[config.mk]
export PLATFORM = sky130hd
export DESIGN_NAME = twma_front
export DESIGN_NICKNAME = d
export VERILOG_FILES = /design/src/hw/rtl/twma_pkg.sv /design/src/hw/rtl/twma_front.sv
export SDC_FILE = /design/constraint.sdc
export NUM_CORES = 1
export LEC_CHECK = 0
export ABC_AREA = 1
export BUFFER_PORTS_ARGS = -buffer_cell sky130_fd_sc_hd__buf_2
export CAP_MARGIN = 20
export CORE_ASPECT_RATIO = 1.5
export CORE_UTILIZATION = 50
export CTS_CLUSTER_DIAMETER = 50
export CTS_CLUSTER_SIZE = 40
export DETAILED_ROUTE_END_ITERATION = 10
export PLACE_DENSITY = 0.74
export SYNTH_ARGS = -nofsm -noshare
export SYNTH_HDL_FRONTEND = slang
export SYNTH_SLANG_ARGS = --single-unit
[constraint.sdc]
create_clock -name clk -period 5.6 [get_ports clk]
set_input_delay 0.28 -clock clk [delete_from_list [all_inputs] [get_ports clk]]
set_output_delay 0.28 -clock clk [all_outputs]
set_load 0.01 [all_outputs]
[src/hw/rtl/twma_pkg.sv]
package twma_pkg;

  localparam int CAPACITY = 1024;
  localparam int CAP_W    = $clog2(CAPACITY);
  localparam int CNT_W    = $clog2(CAPACITY + 1);
  localparam int TS_W     = 32;
  localparam int VAL_W    = 16;
  localparam int WIN_W    = 17;
  localparam int SUM_W    = VAL_W + CAP_W;
  localparam int ENTRY_W  = TS_W + VAL_W;

  localparam logic [WIN_W-1:0] WIN_RESET = WIN_W'(3600);

  localparam int Q_DEPTH = 2;
  localparam int QP_W    = $clog2(Q_DEPTH);

  localparam int DIV_STEPS = SUM_W;
  localparam int DCNT_W    = $clog2(DIV_STEPS + 1);

  typedef struct packed {
    logic [TS_W-1:0]  stamp;
    logic [VAL_W-1:0] value;
  } item_t;

  typedef struct packed {
    logic  valid;
    item_t item;
  } fe_out_t;

  typedef struct packed {
    logic             start;
    logic [SUM_W-1:0] dividend;
    logic [CNT_W-1:0] divisor;
  } div_req_t;

  typedef struct packed {
    logic             done;
    logic [SUM_W-1:0] quotient;
  } div_rsp_t;

  typedef enum logic [5:0] {
    S_IDLE   = 6'b000001,
    S_LOAD   = 6'b000010,
    S_CHECK  = 6'b000100,
    S_APPEND = 6'b001000,
    S_DIV    = 6'b010000,
    S_DONE   = 6'b100000
  } back_state_t;

endpackage

[src/hw/rtl/twma_front.sv]
module twma_front (
  input  logic              clk,
  input  logic              rst_n,
  input  logic              in_valid,
  output logic              in_ready,
  input  twma_pkg::item_t   in_item,
  input  logic              pop,
  output twma_pkg::fe_out_t fe_o
);
  import twma_pkg::*;

  item_t             q_r [Q_DEPTH];
  logic [QP_W-1:0]   wr_ptr_r, wr_ptr_nxt;
  logic [QP_W-1:0]   rd_ptr_r, rd_ptr_nxt;
  logic [QP_W:0]     fill_r, fill_nxt;
  logic              push, pop_ok;

  assign in_ready = (fill_r != (QP_W + 1)'(Q_DEPTH));
  assign push     = in_valid && in_ready;
  assign pop_ok   = pop && (fill_r != '0);

  assign fe_o.valid = (fill_r != '0);
  assign fe_o.item  = q_r[rd_ptr_r];

  always_comb begin
    wr_ptr_nxt = push   ? wr_ptr_r + 1'b1 : wr_ptr_r;
    rd_ptr_nxt = pop_ok ? rd_ptr_r + 1'b1 : rd_ptr_r;
    fill_nxt   = fill_r;
    if (push && !pop_ok) begin
      fill_nxt = fill_r + 1'b1;
    end else if (pop_ok && !push) begin
      fill_nxt = fill_r - 1'b1;
    end
  end

  always_ff @(posedge clk) begin
    if (!rst_n) begin
      wr_ptr_r <= '0;
      rd_ptr_r <= '0;
      fill_r   <= '0;
    end else begin
      wr_ptr_r <= wr_ptr_nxt;
      rd_ptr_r <= rd_ptr_nxt;
      fill_r   <= fill_nxt;
    end
  end

  always_ff @(posedge clk) begin
    if (push) begin
      q_r[wr_ptr_r] <= in_item;
    end
  end

endmodule

==> tab_implementation.tex, run 1 <==
\begin{tabular}{lr}
\hline
Metric & Value \\
\hline
\multicolumn{2}{l}{\textbf{Setup path}} \\
\quad Reg-to-reg slack, setup & 3.66 ns \\
\quad Slowest stage cell, crit path & sky130\_fd\_sc\_hd\_\_buf\_4 \\
\quad Category of the critical setup timing path & flip-flop to output pin \\
\quad Crit-path cells & buf\_4, mux2\_2, buf\_2 \\
\quad Crit path max fanout & 38 \\
\quad Critical path launch point type & flip-flop \\
\quad Data required time at the worst endpoint & 5.32 ns \\
\quad Critical path data arrival time & 2.01 ns \\
\quad Slowest Stage Delay on Critical Path & 0.55 ns \\
\quad Capturing element type of the critical path & output pin \\
\multicolumn{2}{l}{\textbf{Floorplanning}} \\
\quad Total die area & 7920 um\^{}2 \\
\quad Die height & 109 um \\
\quad Ports placed on the boundary & 102 \\
\quad X dimension of the die & 73.0 um \\
\quad Placeable Area & 7270 um\^{}2 \\
\quad Number of placement rows & 38 \\
\quad Starting density of the core & 52.0\% \\
\multicolumn{2}{l}{\textbf{Placement}} \\
\quad Number of buffers inserted by port buffering & 101 \\
\quad Sum of net half-perimeters after detailed placement & 4130 um \\
\quad Routability cong. & 0.717 \\
\quad DP Worst Slack & 3.67 ns \\
\multicolumn{2}{l}{\textbf{Power and ir drop}} \\
\quad Design Power & 1.96 mW \\
\quad Power density over the cells & 425 nW/um\^{}2 \\
\quad Maximum resistive drop on vdd & 324 uV \\
\quad P\_leak & 1.79 nW \\
\multicolumn{2}{l}{\textbf{Global route}} \\
\quad Total global-route track usage & 16.1\% \\
\quad Met2 global-route usage & 26.5\% \\
\quad Maximum number of pins on one net before global-route repair & 49 \\
\quad Met3 Resource Use GR & 5.13\% \\
\quad Vias in the first global route & 1935 \\
\quad Global-route wire length before repair & 8960 um \\
\quad Met1 Resource Use GR & 17.7\% \\
\quad Antenna violations before repair & 0 \\
\quad Total congestion overflow & 0 \\
\quad Grt peak-use layer & met2 \\
\multicolumn{2}{l}{\textbf{Status}} \\
\quad Outcome & finished clean \\
\multicolumn{2}{l}{\textbf{CTS}} \\
\quad Buffers from clock root to sink, at most & 2 \\
\quad Clock transition at path regs & 0.09 ns \\
\quad Cts hold-fix bufs & 0 \\
\quad Number of setup buffers added after CTS & 0 \\
\quad Clock Latency Late Sink & 0.36 ns \\
\quad CTS root buffer & sky130\_fd\_sc\_hd\_\_clkbuf\_8 \\
\quad Count of clock tree sinks & 101 \\
\quad Number of gates resized after cts & 0 \\
\quad Htree depth & 3 \\
\quad Number of buffers created by CTS & 9 \\
\quad Clock tree from TritonCTS & yes \\
\multicolumn{2}{l}{\textbf{Drt}} \\
\quad Count of TritonRoute iterations in the first routing pass & 4 \\
\quad Antenna-violating nets left & 0 \\
\quad DRC marker count from the first detailed-route iteration & 86 \\
\quad Total via count after detailed routing & 1928 \\
\quad Residual DRC & 0 \\
\quad Aggregate routed wire length & 6200 um \\
\quad Post-detailed-route via-to-cell ratio & 4.81 \\
\quad Routed WL per cell & 15.5 um \\
\multicolumn{2}{l}{\textbf{STA}} \\
\quad Worst Skew & 0.00925 ns \\
\quad Tcrit/Tclk final & 40.9\% \\
\quad Total count of max-transition violations in the final report & 0 \\
\quad Max Fclk & 437 MHz \\
\quad Minimum clock period after layout & 2.29 ns \\
\quad Setup repair after global routing missed its margin & false \\
\quad Hold Vio Cnt, Final & 0 \\
\quad Number of setup violations in the final report & 0 \\
\quad Setup TNS & 0 ns \\
\quad Measured slew at the worst slew-check pin & 0.652 ns \\
\quad Max\_slew headroom & 56.5\% \\
\quad Post-layout worst setup margin & 3.31 ns \\
\multicolumn{2}{l}{\textbf{Logic synthesis}} \\
\quad Post-Synthesis Net Count & 239 \\
\quad Share of the yosys chip area belonging to registers & 78.9\% \\
\quad Synthesis Warnings & 0 \\
\quad Yosys reg bits & 101 \\
\quad Post-Synthesis Cells & 186 \\
\quad Count of cell types in the netlist & 15 \\
\quad Avg Synthesized Cell Area & 20.3 um\^{}2 \\
\quad Synthesized area & 3780 um\^{}2 \\
\multicolumn{2}{l}{\textbf{Layout}} \\
\quad Number of inserted diodes & 0 \\
\quad Filler cell count in the final layout & 537 \\
\quad Seq. cell area & 2980 um\^{}2 \\
\quad Area added between synthesis and finish & 22.2\% \\
\quad Total number of nets in the final design & 349 \\
\quad Layout cells sized above 1 & 56.5\% \\
\quad Combined area of the multi-input logic cells & 741 um\^{}2 \\
\multicolumn{2}{l}{\textbf{Run}} \\
\quad Max-capacitance violation count & 0 \\
\multicolumn{2}{l}{\textbf{Worst hold path}} \\
\quad Type of the worst min-delay path & input pin to flip-flop \\
\hline
\end{tabular}
-- layer usage --
metal	up-vias	part of all wire, %
met5	-	0
met4	0	2.5
met3	13	5.7
met2	63	53
met1	924	39
li1	928	-
-- area by class of cell --
class                   instances  share of cell area [%]
inverters                       8                   0.650
repair buffers                104                    11.4
multi-input cells              72                    16.0
well taps                     100                    2.71
flip-flops and latches        101                    64.6
clock inverters                 7                    1.95
clock buffers                   9                    2.68
-- report_power, final --
| part | switching, mW | total [mW] | internal, mW |
|---|---|---|---|
| clock network | 0.234 | 0.484 | 0.249 |
| logic | 0.255 | 0.487 | 0.232 |
| registers | 0.0387 | 0.994 | 0.955 |
-- state kept, by name, summed over array words and instances, names as in the netlist, named ones only --
name,flops
rd_ptr_r,1
wr_ptr_r,1
fill_r,2
q_r,96
-- critical path: cells and delay by family (launching register included) --
kind / cells / cell delay, ns
mux: 1 / 0.41
flops: 1 / 0.53
buf+inv: 2 / 0.69
-- final timing paths --
path	from	end	cells after the start
worst max register to register	fill_r[0]	q_r[1][26]	5
worst min-delay path	in_item[44]	q_r[1][44]	1
worst max-delay path	flip-flop	fe_o[42]	3
worst min register to register	rd_ptr_r	rd_ptr_r	2
-- cell usage after synthesis --
cell type / n / area share, %
sky130_fd_sc_hd__edfxtp_1: 96 / 76
sky130_fd_sc_hd__mux2_2: 28 / 8.3
sky130_fd_sc_hd__mux2_4: 20 / 7.9
sky130_fd_sc_hd__nand2_1: 9 / 0.89
sky130_fd_sc_hd__inv_1: 8 / 0.79
sky130_fd_sc_hd__nor2_1: 8 / 0.79
sky130_fd_sc_hd__dfxtp_1: 5 / 2.6
sky130_fd_sc_hd__buf_6: 3 / 0.89
sky130_fd_sc_hd__buf_2: 2 / 0.26
sky130_fd_sc_hd__o21ai_0: 2 / 0.26
sky130_fd_sc_hd__a21oi_1: 1 / 0.13
sky130_fd_sc_hd__ha_1: 1 / 0.33
sky130_fd_sc_hd__nand3_1: 1 / 0.13
sky130_fd_sc_hd__nand4_1: 1 / 0.17
sky130_fd_sc_hd__o21a_1: 1 / 0.20
-- cells by family after synthesis --
logic type / Yosys count / share of synthesized area, %
DFF: 101 / 78.9
muxes: 48 / 16.3
adders and majority gates: 1 / 0.331
and+or+nand+nor: 19 / 1.98
AOI/OAI and AO/OA: 4 / 0.595
buffers and inverters: 13 / 1.95
-- stage by stage --
step | utilization [%] | hold slack, ns | area (um^2) | instances
final | 63.5 | 0.0979 | 4620 | 401
after CTS | 63.5 | 0.0794 | 4620 | 401
after global routing | 63.5 | 0.0821 | 4620 | 401
after detailed placement | 60.6 | 0.471 | 4410 | 385
after global placement | 60.6 | 0.468 | 4410 | 385
after floorplan | - | 0.379 | 3780 | 186
-- placed cells by master, fill, tap and decap left out --
master / synthesis / layout
sky130_fd_sc_hd__dfxtp_1: 5 / 4
sky130_fd_sc_hd__bufinv_16: 0 / 2
sky130_fd_sc_hd__mux2_4: 20 / 20
sky130_fd_sc_hd__mux2_2: 28 / 28
sky130_fd_sc_hd__nand2_1: 9 / 9
sky130_fd_sc_hd__o21a_1: 1 / 1
sky130_fd_sc_hd__clkinv_1: 0 / 1
sky130_fd_sc_hd__ha_1: 1 / 1
sky130_fd_sc_hd__dfxtp_2: 0 / 1
sky130_fd_sc_hd__edfxtp_1: 96 / 96
sky130_fd_sc_hd__clkbuf_8: 0 / 9
sky130_fd_sc_hd__buf_4: 0 / 3
sky130_fd_sc_hd__nor2_4: 0 / 2
sky130_fd_sc_hd__clkinv_2: 0 / 2
sky130_fd_sc_hd__o21ai_0: 2 / 2
sky130_fd_sc_hd__buf_2: 2 / 101
sky130_fd_sc_hd__clkinvlp_4: 0 / 1
sky130_fd_sc_hd__inv_1: 8 / 8
sky130_fd_sc_hd__a21oi_1: 1 / 1
sky130_fd_sc_hd__clkinv_4: 0 / 1
sky130_fd_sc_hd__nor2_1: 8 / 6
sky130_fd_sc_hd__nand4_1: 1 / 1
sky130_fd_sc_hd__nand3_1: 1 / 1
Note: power is estimated with default switching activity, not from simulation.
==> inputs of run 2 (changes only) <==
==> constraint.sdc (replaced) <==
create_clock -name clk -period 2.3 [get_ports clk]
set_input_delay 0.115 -clock clk [delete_from_list [all_inputs] [get_ports clk]]
set_output_delay 0.115 -clock clk [all_outputs]
set_load 0.01 [all_outputs]
==> tab_implementation.tex, run 2 (same netlist as run 1, synthesis figures left out) <==
\begin{tabular}{lr}
\hline
Metric & Value \\
\hline
\multicolumn{2}{l}{\textbf{Drt}} \\
\quad Total via count after detailed routing & 2095 (+8.7\%) \\
\quad Post-detailed-route via-to-cell ratio & 4.62 (-3.8\%) \\
\quad Routed WL per cell & 14.5 um (-6.0\%) \\
\quad Aggregate routed wire length & 6590 um (+6.2\%) \\
\quad Residual DRC & 0 (unchanged) \\
\quad DRC marker count from the first detailed-route iteration & 114 (+33\%) \\
\quad Antenna-violating nets left & 0 (unchanged) \\
\quad Count of TritonRoute iterations in the first routing pass & 5 (+1) \\
\multicolumn{2}{l}{\textbf{Floorplanning}} \\
\quad Placeable Area & 7270 um\^{}2 (unchanged) \\
\quad Ports placed on the boundary & 102 (unchanged) \\
\quad Number of placement rows & 38 (unchanged) \\
\quad X dimension of the die & 73.0 um (unchanged) \\
\quad Starting density of the core & 52.0\% (unchanged) \\
\quad Die height & 109 um (unchanged) \\
\quad Total die area & 7920 um\^{}2 (unchanged) \\
\multicolumn{2}{l}{\textbf{CTS}} \\
\quad CTS root buffer & sky130\_fd\_sc\_hd\_\_clkbuf\_8 \\
\quad Clock Latency Late Sink & 0.36 ns (about the same) \\
\quad Number of gates resized after cts & 0 (unchanged) \\
\quad Htree depth & 3 (unchanged) \\
\quad Clock transition at path regs & 0.08 ns (about the same) \\
\quad Number of setup buffers added after CTS & 0 (unchanged) \\
\quad Cts hold-fix bufs & 49 (+49) \\
\quad Clock tree from TritonCTS & yes \\
\quad Count of clock tree sinks & 101 (unchanged) \\
\quad Number of buffers created by CTS & 9 (unchanged) \\
\quad Buffers from clock root to sink, at most & 2 (unchanged) \\
\multicolumn{2}{l}{\textbf{Worst hold path}} \\
\quad Type of the worst min-delay path & input pin to flip-flop \\
\quad Launch point of the worst hold path & pop \\
\quad Hold Path Stages & 4 (+3) \\
\multicolumn{2}{l}{\textbf{Setup path}} \\
\quad Critical path data arrival time & 1.53 ns (-0.48 ns) \\
\quad Reg-to-reg slack, setup & 0.69 ns (-2.97 ns) \\
\quad Worst r2r path cells & 10 (+5) \\
\quad Crit path max fanout & 18 (-53\%) \\
\quad Endpoint of the most critical register-to-register path & fill\_r[1] \\
\quad Critical path launch point type & flip-flop \\
\quad Category of the critical setup timing path & flip-flop to output pin \\
\quad Launch instance of the worst register-to-register path & fill\_r[0] \\
\quad Capturing element type of the critical path & output pin \\
\quad Data required time at the worst endpoint & 2.18 ns (-3.14 ns) \\
\multicolumn{2}{l}{\textbf{Power and ir drop}} \\
\quad Maximum resistive drop on vdd & 604 uV (+87\%) \\
\quad Power density over the cells & 944 nW/um\^{}2 (+120\%) \\
\quad P\_leak & 2.01 nW (+12\%) \\
\multicolumn{2}{l}{\textbf{STA}} \\
\quad Minimum clock period after layout & 1.65 ns \\
\quad Worst Skew & 0.00528 ns (-0.00397 ns) \\
\quad Tcrit/Tclk final & 71.6\% \\
\quad Number of setup violations in the final report & 0 (unchanged) \\
\quad Max Fclk & 607 MHz \\
\quad Total count of max-transition violations in the final report & 0 (unchanged) \\
\quad Hold Vio Cnt, Final & 0 (unchanged) \\
\quad Post-layout worst setup margin & 0.653 ns (-2.66 ns) \\
\quad Max\_slew headroom & 77.0\% (+20 points) \\
\quad Measured slew at the worst slew-check pin & 0.345 ns (-0.307 ns) \\
\quad Setup TNS & 0 ns (unchanged) \\
\quad Setup repair after global routing missed its margin & false \\
\multicolumn{2}{l}{\textbf{Placement}} \\
\quad Routability cong. & 0.708 (-1.3\%) \\
\quad Placed cell area & 4440 um\^{}2 (+0.79\%) \\
\quad Number of buffers inserted by port buffering & 101 (unchanged) \\
\quad Post-placement cell count & 388 (+0.78\%) \\
\quad DP Worst Slack & 0.755 ns (-2.91 ns) \\
\quad Sum of net half-perimeters after detailed placement & 4190 um (+1.6\%) \\
\multicolumn{2}{l}{\textbf{Global route}} \\
\quad Total global-route track usage & 18.0\% (+1.9 points) \\
\quad Total congestion overflow & 0 (unchanged) \\
\quad Maximum number of pins on one net before global-route repair & 31 (-37\%) \\
\quad Antenna violations before repair & 0 (unchanged) \\
\quad Vias in the first global route & 2180 (+13\%) \\
\quad Global-route wire length before repair & 10000 um (+12\%) \\
\multicolumn{2}{l}{\textbf{Layout}} \\
\quad Post-Route Utilization & 70.6\% (+7.1 points) \\
\quad Commonest cells after routing, fill and taps aside & 101 x sky130\_fd\_sc\_hd\_\_buf\_2, 96 x sky130\_fd\_sc\_hd\_\_edfxtp\_1, 49 x sky130\_fd\_sc\_hd\_\_dlygate4sd3\_1 \\
\quad Reg with most FFs & q\_r \\
\quad Number of inserted diodes & 0 (unchanged) \\
\quad Filler cell count in the final layout & 491 (-8.6\%) \\
\quad Layout cells sized above 1 & 48.4\% (-8.0 points) \\
\quad Area added between synthesis and finish & 35.9\% \\
\quad Total number of nets in the final design & 401 (+15\%) \\
\quad Most common cell after layout, fill and taps aside & sky130\_fd\_sc\_hd\_\_buf\_2 \\
\quad Number of flip-flops under the largest register name & 96 (unchanged) \\
\quad Largest registers & q\_r: 96 flops, fill\_r: 2 flops \\
\quad Final std cell area, no fill & 5140 um\^{}2 (+11\%) \\
\quad Final Instance Count excl. Fillers & 453 (+13\%) \\
\multicolumn{2}{l}{\textbf{Status}} \\
\quad Outcome & finished clean \\
\multicolumn{2}{l}{\textbf{Run}} \\
\quad Max-capacitance violation count & 0 (unchanged) \\
\hline
\end{tabular}
run 2: cell types whose count changed in the layout (fill, tap and decap cells not counted), sizes merged:
cell	previous run	this run
clkinvlp	1	0
dlygate4sd3	0	49
buf	104	107
clkbuf	9	10
run 2: worst max path at each step:
stage / start / end / slack (ns) / cells past startpoint
after global placement: fill_r[0] / fill_r[1] / 0.85 / 10
after global routing: fill_r[0] / fill_r[1] / 0.57 / 10
final: flip-flop / fe_o[29] / 0.65 / 3
after floorplan: fill_r[0] / q_r[0][0] / -0.02 / 4
after CTS: flip-flop / fe_o[29] / 0.62 / 3
after detailed placement: fill_r[0] / fill_r[1] / 0.75 / 10
run 2: area by class of cell:
class                   instances  area (um^2)  share of cell area [%]
clock buffers                  10          128                    2.48
clock inverters                 6         77.6                    1.51
inverters                       8         30.0                   0.584
multi-input cells              72          741                    14.4
flip-flops and latches        101         2980                    58.1
well taps                     100          125                    2.43
repair buffers                156         1050                    20.5
run 2: per-stage QoR:
stage / hold slack (ns) / power (mW)
global route: 0.175 / 5.09
finish: 0.182 / 4.85
CTS: 0.163 / 4.91
floorplan: 0.214 / 3.25
global placement: 0.304 / 3.66
detailed placement: 0.306 / 3.70
run 2: power by group:
part	leakage [nW]	total (mW)	switching [mW]	internal (mW)
logic	0.972	1.31	0.664	0.648
registers	0.937	2.40	0.0757	2.32
clock network	0.105	1.14	0.541	0.602
run 2: worst max-delay path, stage by stage (launching register included):
cell and delay [ns]:
sky130_fd_sc_hd__dfxtp_2 0.36, sky130_fd_sc_hd__buf_4 0.29, sky130_fd_sc_hd__mux2_2 0.39, sky130_fd_sc_hd__buf_2 0.14
run 2: metal layers:
metal | global-route usage [%] | up-vias | routed length [um] | part of all wire, %
met5 | 0 | - | 0 | 0
met4 | 9.24 | 0 | 116 | 1.8
met3 | 5.68 | 10 | 343 | 5.2
met2 | 31.5 | 72 | 3680 | 56
met1 | 19.1 | 984 | 2450 | 37
li1 | - | 1029 | - | -
==> inputs of run 3 (changes only) <==
--- a/config.mk
+++ b/config.mk
@@ -9,11 +9,11 @@
 export BUFFER_PORTS_ARGS = -buffer_cell sky130_fd_sc_hd__buf_2
 export CAP_MARGIN = 20
 export CORE_ASPECT_RATIO = 1.5
-export CORE_UTILIZATION = 50
+export CORE_UTILIZATION = 47
 export CTS_CLUSTER_DIAMETER = 50
 export CTS_CLUSTER_SIZE = 40
 export DETAILED_ROUTE_END_ITERATION = 10
-export PLACE_DENSITY = 0.74
+export PLACE_DENSITY = 0.72
 export SYNTH_ARGS = -nofsm -noshare
 export SYNTH_HDL_FRONTEND = slang
 export SYNTH_SLANG_ARGS = --single-unit
==> constraint.sdc (replaced) <==
create_clock -name clk -period 1.38 [get_ports clk]
set_input_delay 0.069 -clock clk [delete_from_list [all_inputs] [get_ports clk]]
set_output_delay 0.069 -clock clk [all_outputs]
set_load 0.01 [all_outputs]
==> tab_implementation.tex, run 3 (same netlist as run 1, synthesis figures left out) <==
\begin{tabular}{lr}
\hline
Metric & Value \\
\hline
\multicolumn{2}{l}{\textbf{Global route}} \\
\quad Global-route wire length before repair & 11300 um (+13\%) \\
\quad Total global-route track usage & 19.1\% (+1.1 points) \\
\quad Total congestion overflow & 0 (unchanged) \\
\quad Maximum number of pins on one net before global-route repair & 27 (-13\%) \\
\quad Antenna violations before repair & 0 (unchanged) \\
\quad Vias in the first global route & 2372 (+8.8\%) \\
\multicolumn{2}{l}{\textbf{Layout}} \\
\quad Final Instance Count excl. Fillers & 460 (+1.5\%) \\
\quad Number of inserted diodes & 0 (unchanged) \\
\quad Largest registers & q\_r: 96 flops, fill\_r: 2 flops \\
\quad Reg with most FFs & q\_r \\
\quad Total number of nets in the final design & 406 (+1.2\%) \\
\quad Area added between synthesis and finish & 50.4\% \\
\quad Layout cells sized above 1 & 51.4\% (+3.0 points) \\
\quad Most common cell after layout, fill and taps aside & sky130\_fd\_sc\_hd\_\_edfxtp\_1 \\
\quad Filler cell count in the final layout & 493 (+0.41\%) \\
\quad Commonest cells after routing, fill and taps aside & 96 x sky130\_fd\_sc\_hd\_\_edfxtp\_1, 67 x sky130\_fd\_sc\_hd\_\_buf\_2, 49 x sky130\_fd\_sc\_hd\_\_dlygate4sd3\_1 \\
\quad Number of flip-flops under the largest register name & 96 (unchanged) \\
\multicolumn{2}{l}{\textbf{Setup path}} \\
\quad Capturing element type of the critical path & output pin \\
\quad Worst r2r path cells & 6 (-4) \\
\quad Crit path max fanout & 21 (+3) \\
\quad Data required time at the worst endpoint & 1.31 ns (-0.87 ns) \\
\quad Category of the critical setup timing path & flip-flop to output pin \\
\quad Critical path launch point type & flip-flop \\
\quad Reg-to-reg slack, setup & 0.05 ns (-0.64 ns) \\
\quad Launch instance of the worst register-to-register path & fill\_r[0] \\
\quad Endpoint of the most critical register-to-register path & q\_r[1][7] \\
\quad Critical path data arrival time & 1.46 ns (-0.07 ns) \\
\multicolumn{2}{l}{\textbf{STA}} \\
\quad Max\_slew headroom & 89.1\% (+12 points) \\
\quad Worst Skew & 0.00556 ns (+0.000284 ns) \\
\quad Post-layout worst setup margin & -0.148 ns (-0.801 ns) \\
\quad Total count of max-transition violations in the final report & 0 (unchanged) \\
\quad Hold Vio Cnt, Final & 0 (unchanged) \\
\quad Tcrit/Tclk final & 111\% \\
\quad Max Fclk & 654 MHz \\
\quad Number of setup violations in the final report & 48 (+48) \\
\quad Minimum clock period after layout & 1.53 ns \\
\quad Hold Slack & 0.142 ns (-0.0407 ns) \\
\quad Measured slew at the worst slew-check pin & 0.162 ns (-0.183 ns) \\
\quad Setup repair after global routing missed its margin & true \\
\multicolumn{2}{l}{\textbf{Power and ir drop}} \\
\quad Seq pwr share & 42.7\% (-6.7 points) \\
\quad Maximum resistive drop on vdd & 1100 uV (+81\%) \\
\quad Proportion of total power due to net switching & 26.0\% (-0.38 points) \\
\quad Part of the power in combinational logic & 32.1\% (+5.1 points) \\
\quad P\_leak & 2.24 nW (+11\%) \\
\quad Power density over the cells & 1670 nW/um\^{}2 (+77\%) \\
\quad Clock Power Share & 25.1\% (+1.6 points) \\
\quad Internal & 7.02 mW (+97\%) \\
\quad Psw & 2.47 mW (+93\%) \\
\multicolumn{2}{l}{\textbf{Placement}} \\
\quad Post-placement cell count & 390 (+0.52\%) \\
\quad Sum of net half-perimeters after detailed placement & 4270 um (+1.9\%) \\
\quad Number of buffers inserted by port buffering & 101 (unchanged) \\
\quad Routability cong. & 0.763 (+7.9\%) \\
\multicolumn{2}{l}{\textbf{Drt}} \\
\quad Count of TritonRoute iterations in the first routing pass & 4 (-1) \\
\quad Antenna-violating nets left & 0 (unchanged) \\
\quad DRC marker count from the first detailed-route iteration & 67 (-41\%) \\
\quad Total via count after detailed routing & 2236 (+6.7\%) \\
\quad Residual DRC & 0 (unchanged) \\
\quad Aggregate routed wire length & 7660 um (+16\%) \\
\quad Post-detailed-route via-to-cell ratio & 4.86 (+5.1\%) \\
\quad Routed WL per cell & 16.7 um (+14\%) \\
\multicolumn{2}{l}{\textbf{CTS}} \\
\quad CTS root buffer & sky130\_fd\_sc\_hd\_\_clkbuf\_16 \\
\quad Htree depth & 3 (unchanged) \\
\quad Clock Latency Late Sink & 0.33 ns (-0.03 ns) \\
\quad Clock tree from TritonCTS & yes \\
\quad Number of buffers created by CTS & 9 (unchanged) \\
\quad Buffers from clock root to sink, at most & 2 (unchanged) \\
\quad Clock transition at path regs & 0.06 ns (-0.02 ns) \\
\quad Count of clock tree sinks & 101 (unchanged) \\
\multicolumn{2}{l}{\textbf{Floorplanning}} \\
\quad Die height & 112 um (+3.1\%) \\
\quad Placeable Area & 7710 um\^{}2 (+6.0\%) \\
\quad X dimension of the die & 75.2 um (+3.1\%) \\
\quad Total die area & 8420 um\^{}2 (+6.2\%) \\
\quad Ports placed on the boundary & 102 (unchanged) \\
\quad Number of placement rows & 39 (+2.6\%) \\
\quad Starting density of the core & 49.1\% (-2.9 points) \\
\multicolumn{2}{l}{\textbf{Status}} \\
\quad Violated checks & setup timing \\
\quad Outcome & complete, but fails checks \\
\multicolumn{2}{l}{\textbf{Worst hold path}} \\
\quad Hold Path Stages & 5 (+1) \\
\quad Launch point of the worst hold path & in\_valid \\
\quad Endpoint of the worst hold path & wr\_ptr\_r \\
\quad Type of the worst min-delay path & input pin to flip-flop \\
\multicolumn{2}{l}{\textbf{Run}} \\
\quad Max-capacitance violation count & 0 (unchanged) \\
\hline
\end{tabular}
## run 3: how the worst max path moves through the flow
stage / startpoint / to / slack, ns / cells past startpoint
finish: flip-flop / fe_o[28] / -0.15 / 3
global route: flip-flop / fe_o[42] / -0.19 / 3
CTS: flip-flop / fe_o[28] / -0.15 / 3
detailed placement: fill_r[1] / fill_r[1] / 0.0006 / 8
global placement: fill_r[0] / fill_r[1] / 0.09 / 10
floorplan: fill_r[0] / q_r[0][0] / -0.30 / 4
## run 3: final cells by class
class	count	area, um^2	share of cell area [%]
sequential	101	2990	52.6
timing repair buffer	161	1430	25.1
multi-input combinational	72	828	14.6
clock buffer	11	233	4.09
tap	102	128	2.24
clock inverter	5	51.3	0.902
inverter	8	32.5	0.572
## run 3: per-layer routing
| layer | up-vias | track usage (%) | wire length, um |
|---|---|---|---|
| li1 | 1044 | - | - |
| met5 | - | 0 | 0 |
| met4 | 0 | 7.28 | 112 |
| met1 | 1118 | 19.8 | 2750 |
| met2 | 67 | 35.1 | 4510 |
| met3 | 7 | 5.61 | 287 |
## run 3: power groups by stage
stage	clock, mW	sequential (mW)	combinational [mW]
floorplan	0	4.04	1.41
CTS	2.44	4.05	2.89
global placement	0	4.05	2.19
detailed placement	0	4.09	2.23
global route	2.57	4.09	3.25
finish	2.39	4.06	3.05
## run 3: repair_timing
action / in CTS / in global routing
gates cloned: 2 / 0
resized for setup: 45 / 17
endpoints found under the setup margin: 49 / 50
hold buffers: 49 / 0
pin swaps: 0 / 3
endpoints found under the hold margin: 99 / 0
buffers inserted: 2 / 1
## run 3: through the flow
step           area [um^2]  setup WS [ns]  setup TNS [ns]  total power [mW]  util, %
2_1_floorplan         3810         -0.301          -27.87              5.46        -
3_3_place_gp          4520         0.0866               0              6.24     58.7
3_5_place_dp          4520       0.000639               0              6.32     58.7
4_1_cts               5600         -0.153           -5.39              9.38     72.7
5_1_grt               5690         -0.187           -6.78              9.91     73.8
6_report              5690         -0.148           -4.63              9.49     73.8
## run 3: worst max-delay path: stages, from the launching register on
cell,delay (ns)
sky130_fd_sc_hd__dfxtp_4,0.42
sky130_fd_sc_hd__buf_12,0.19
sky130_fd_sc_hd__mux2_2,0.36
sky130_fd_sc_hd__buf_2,0.14
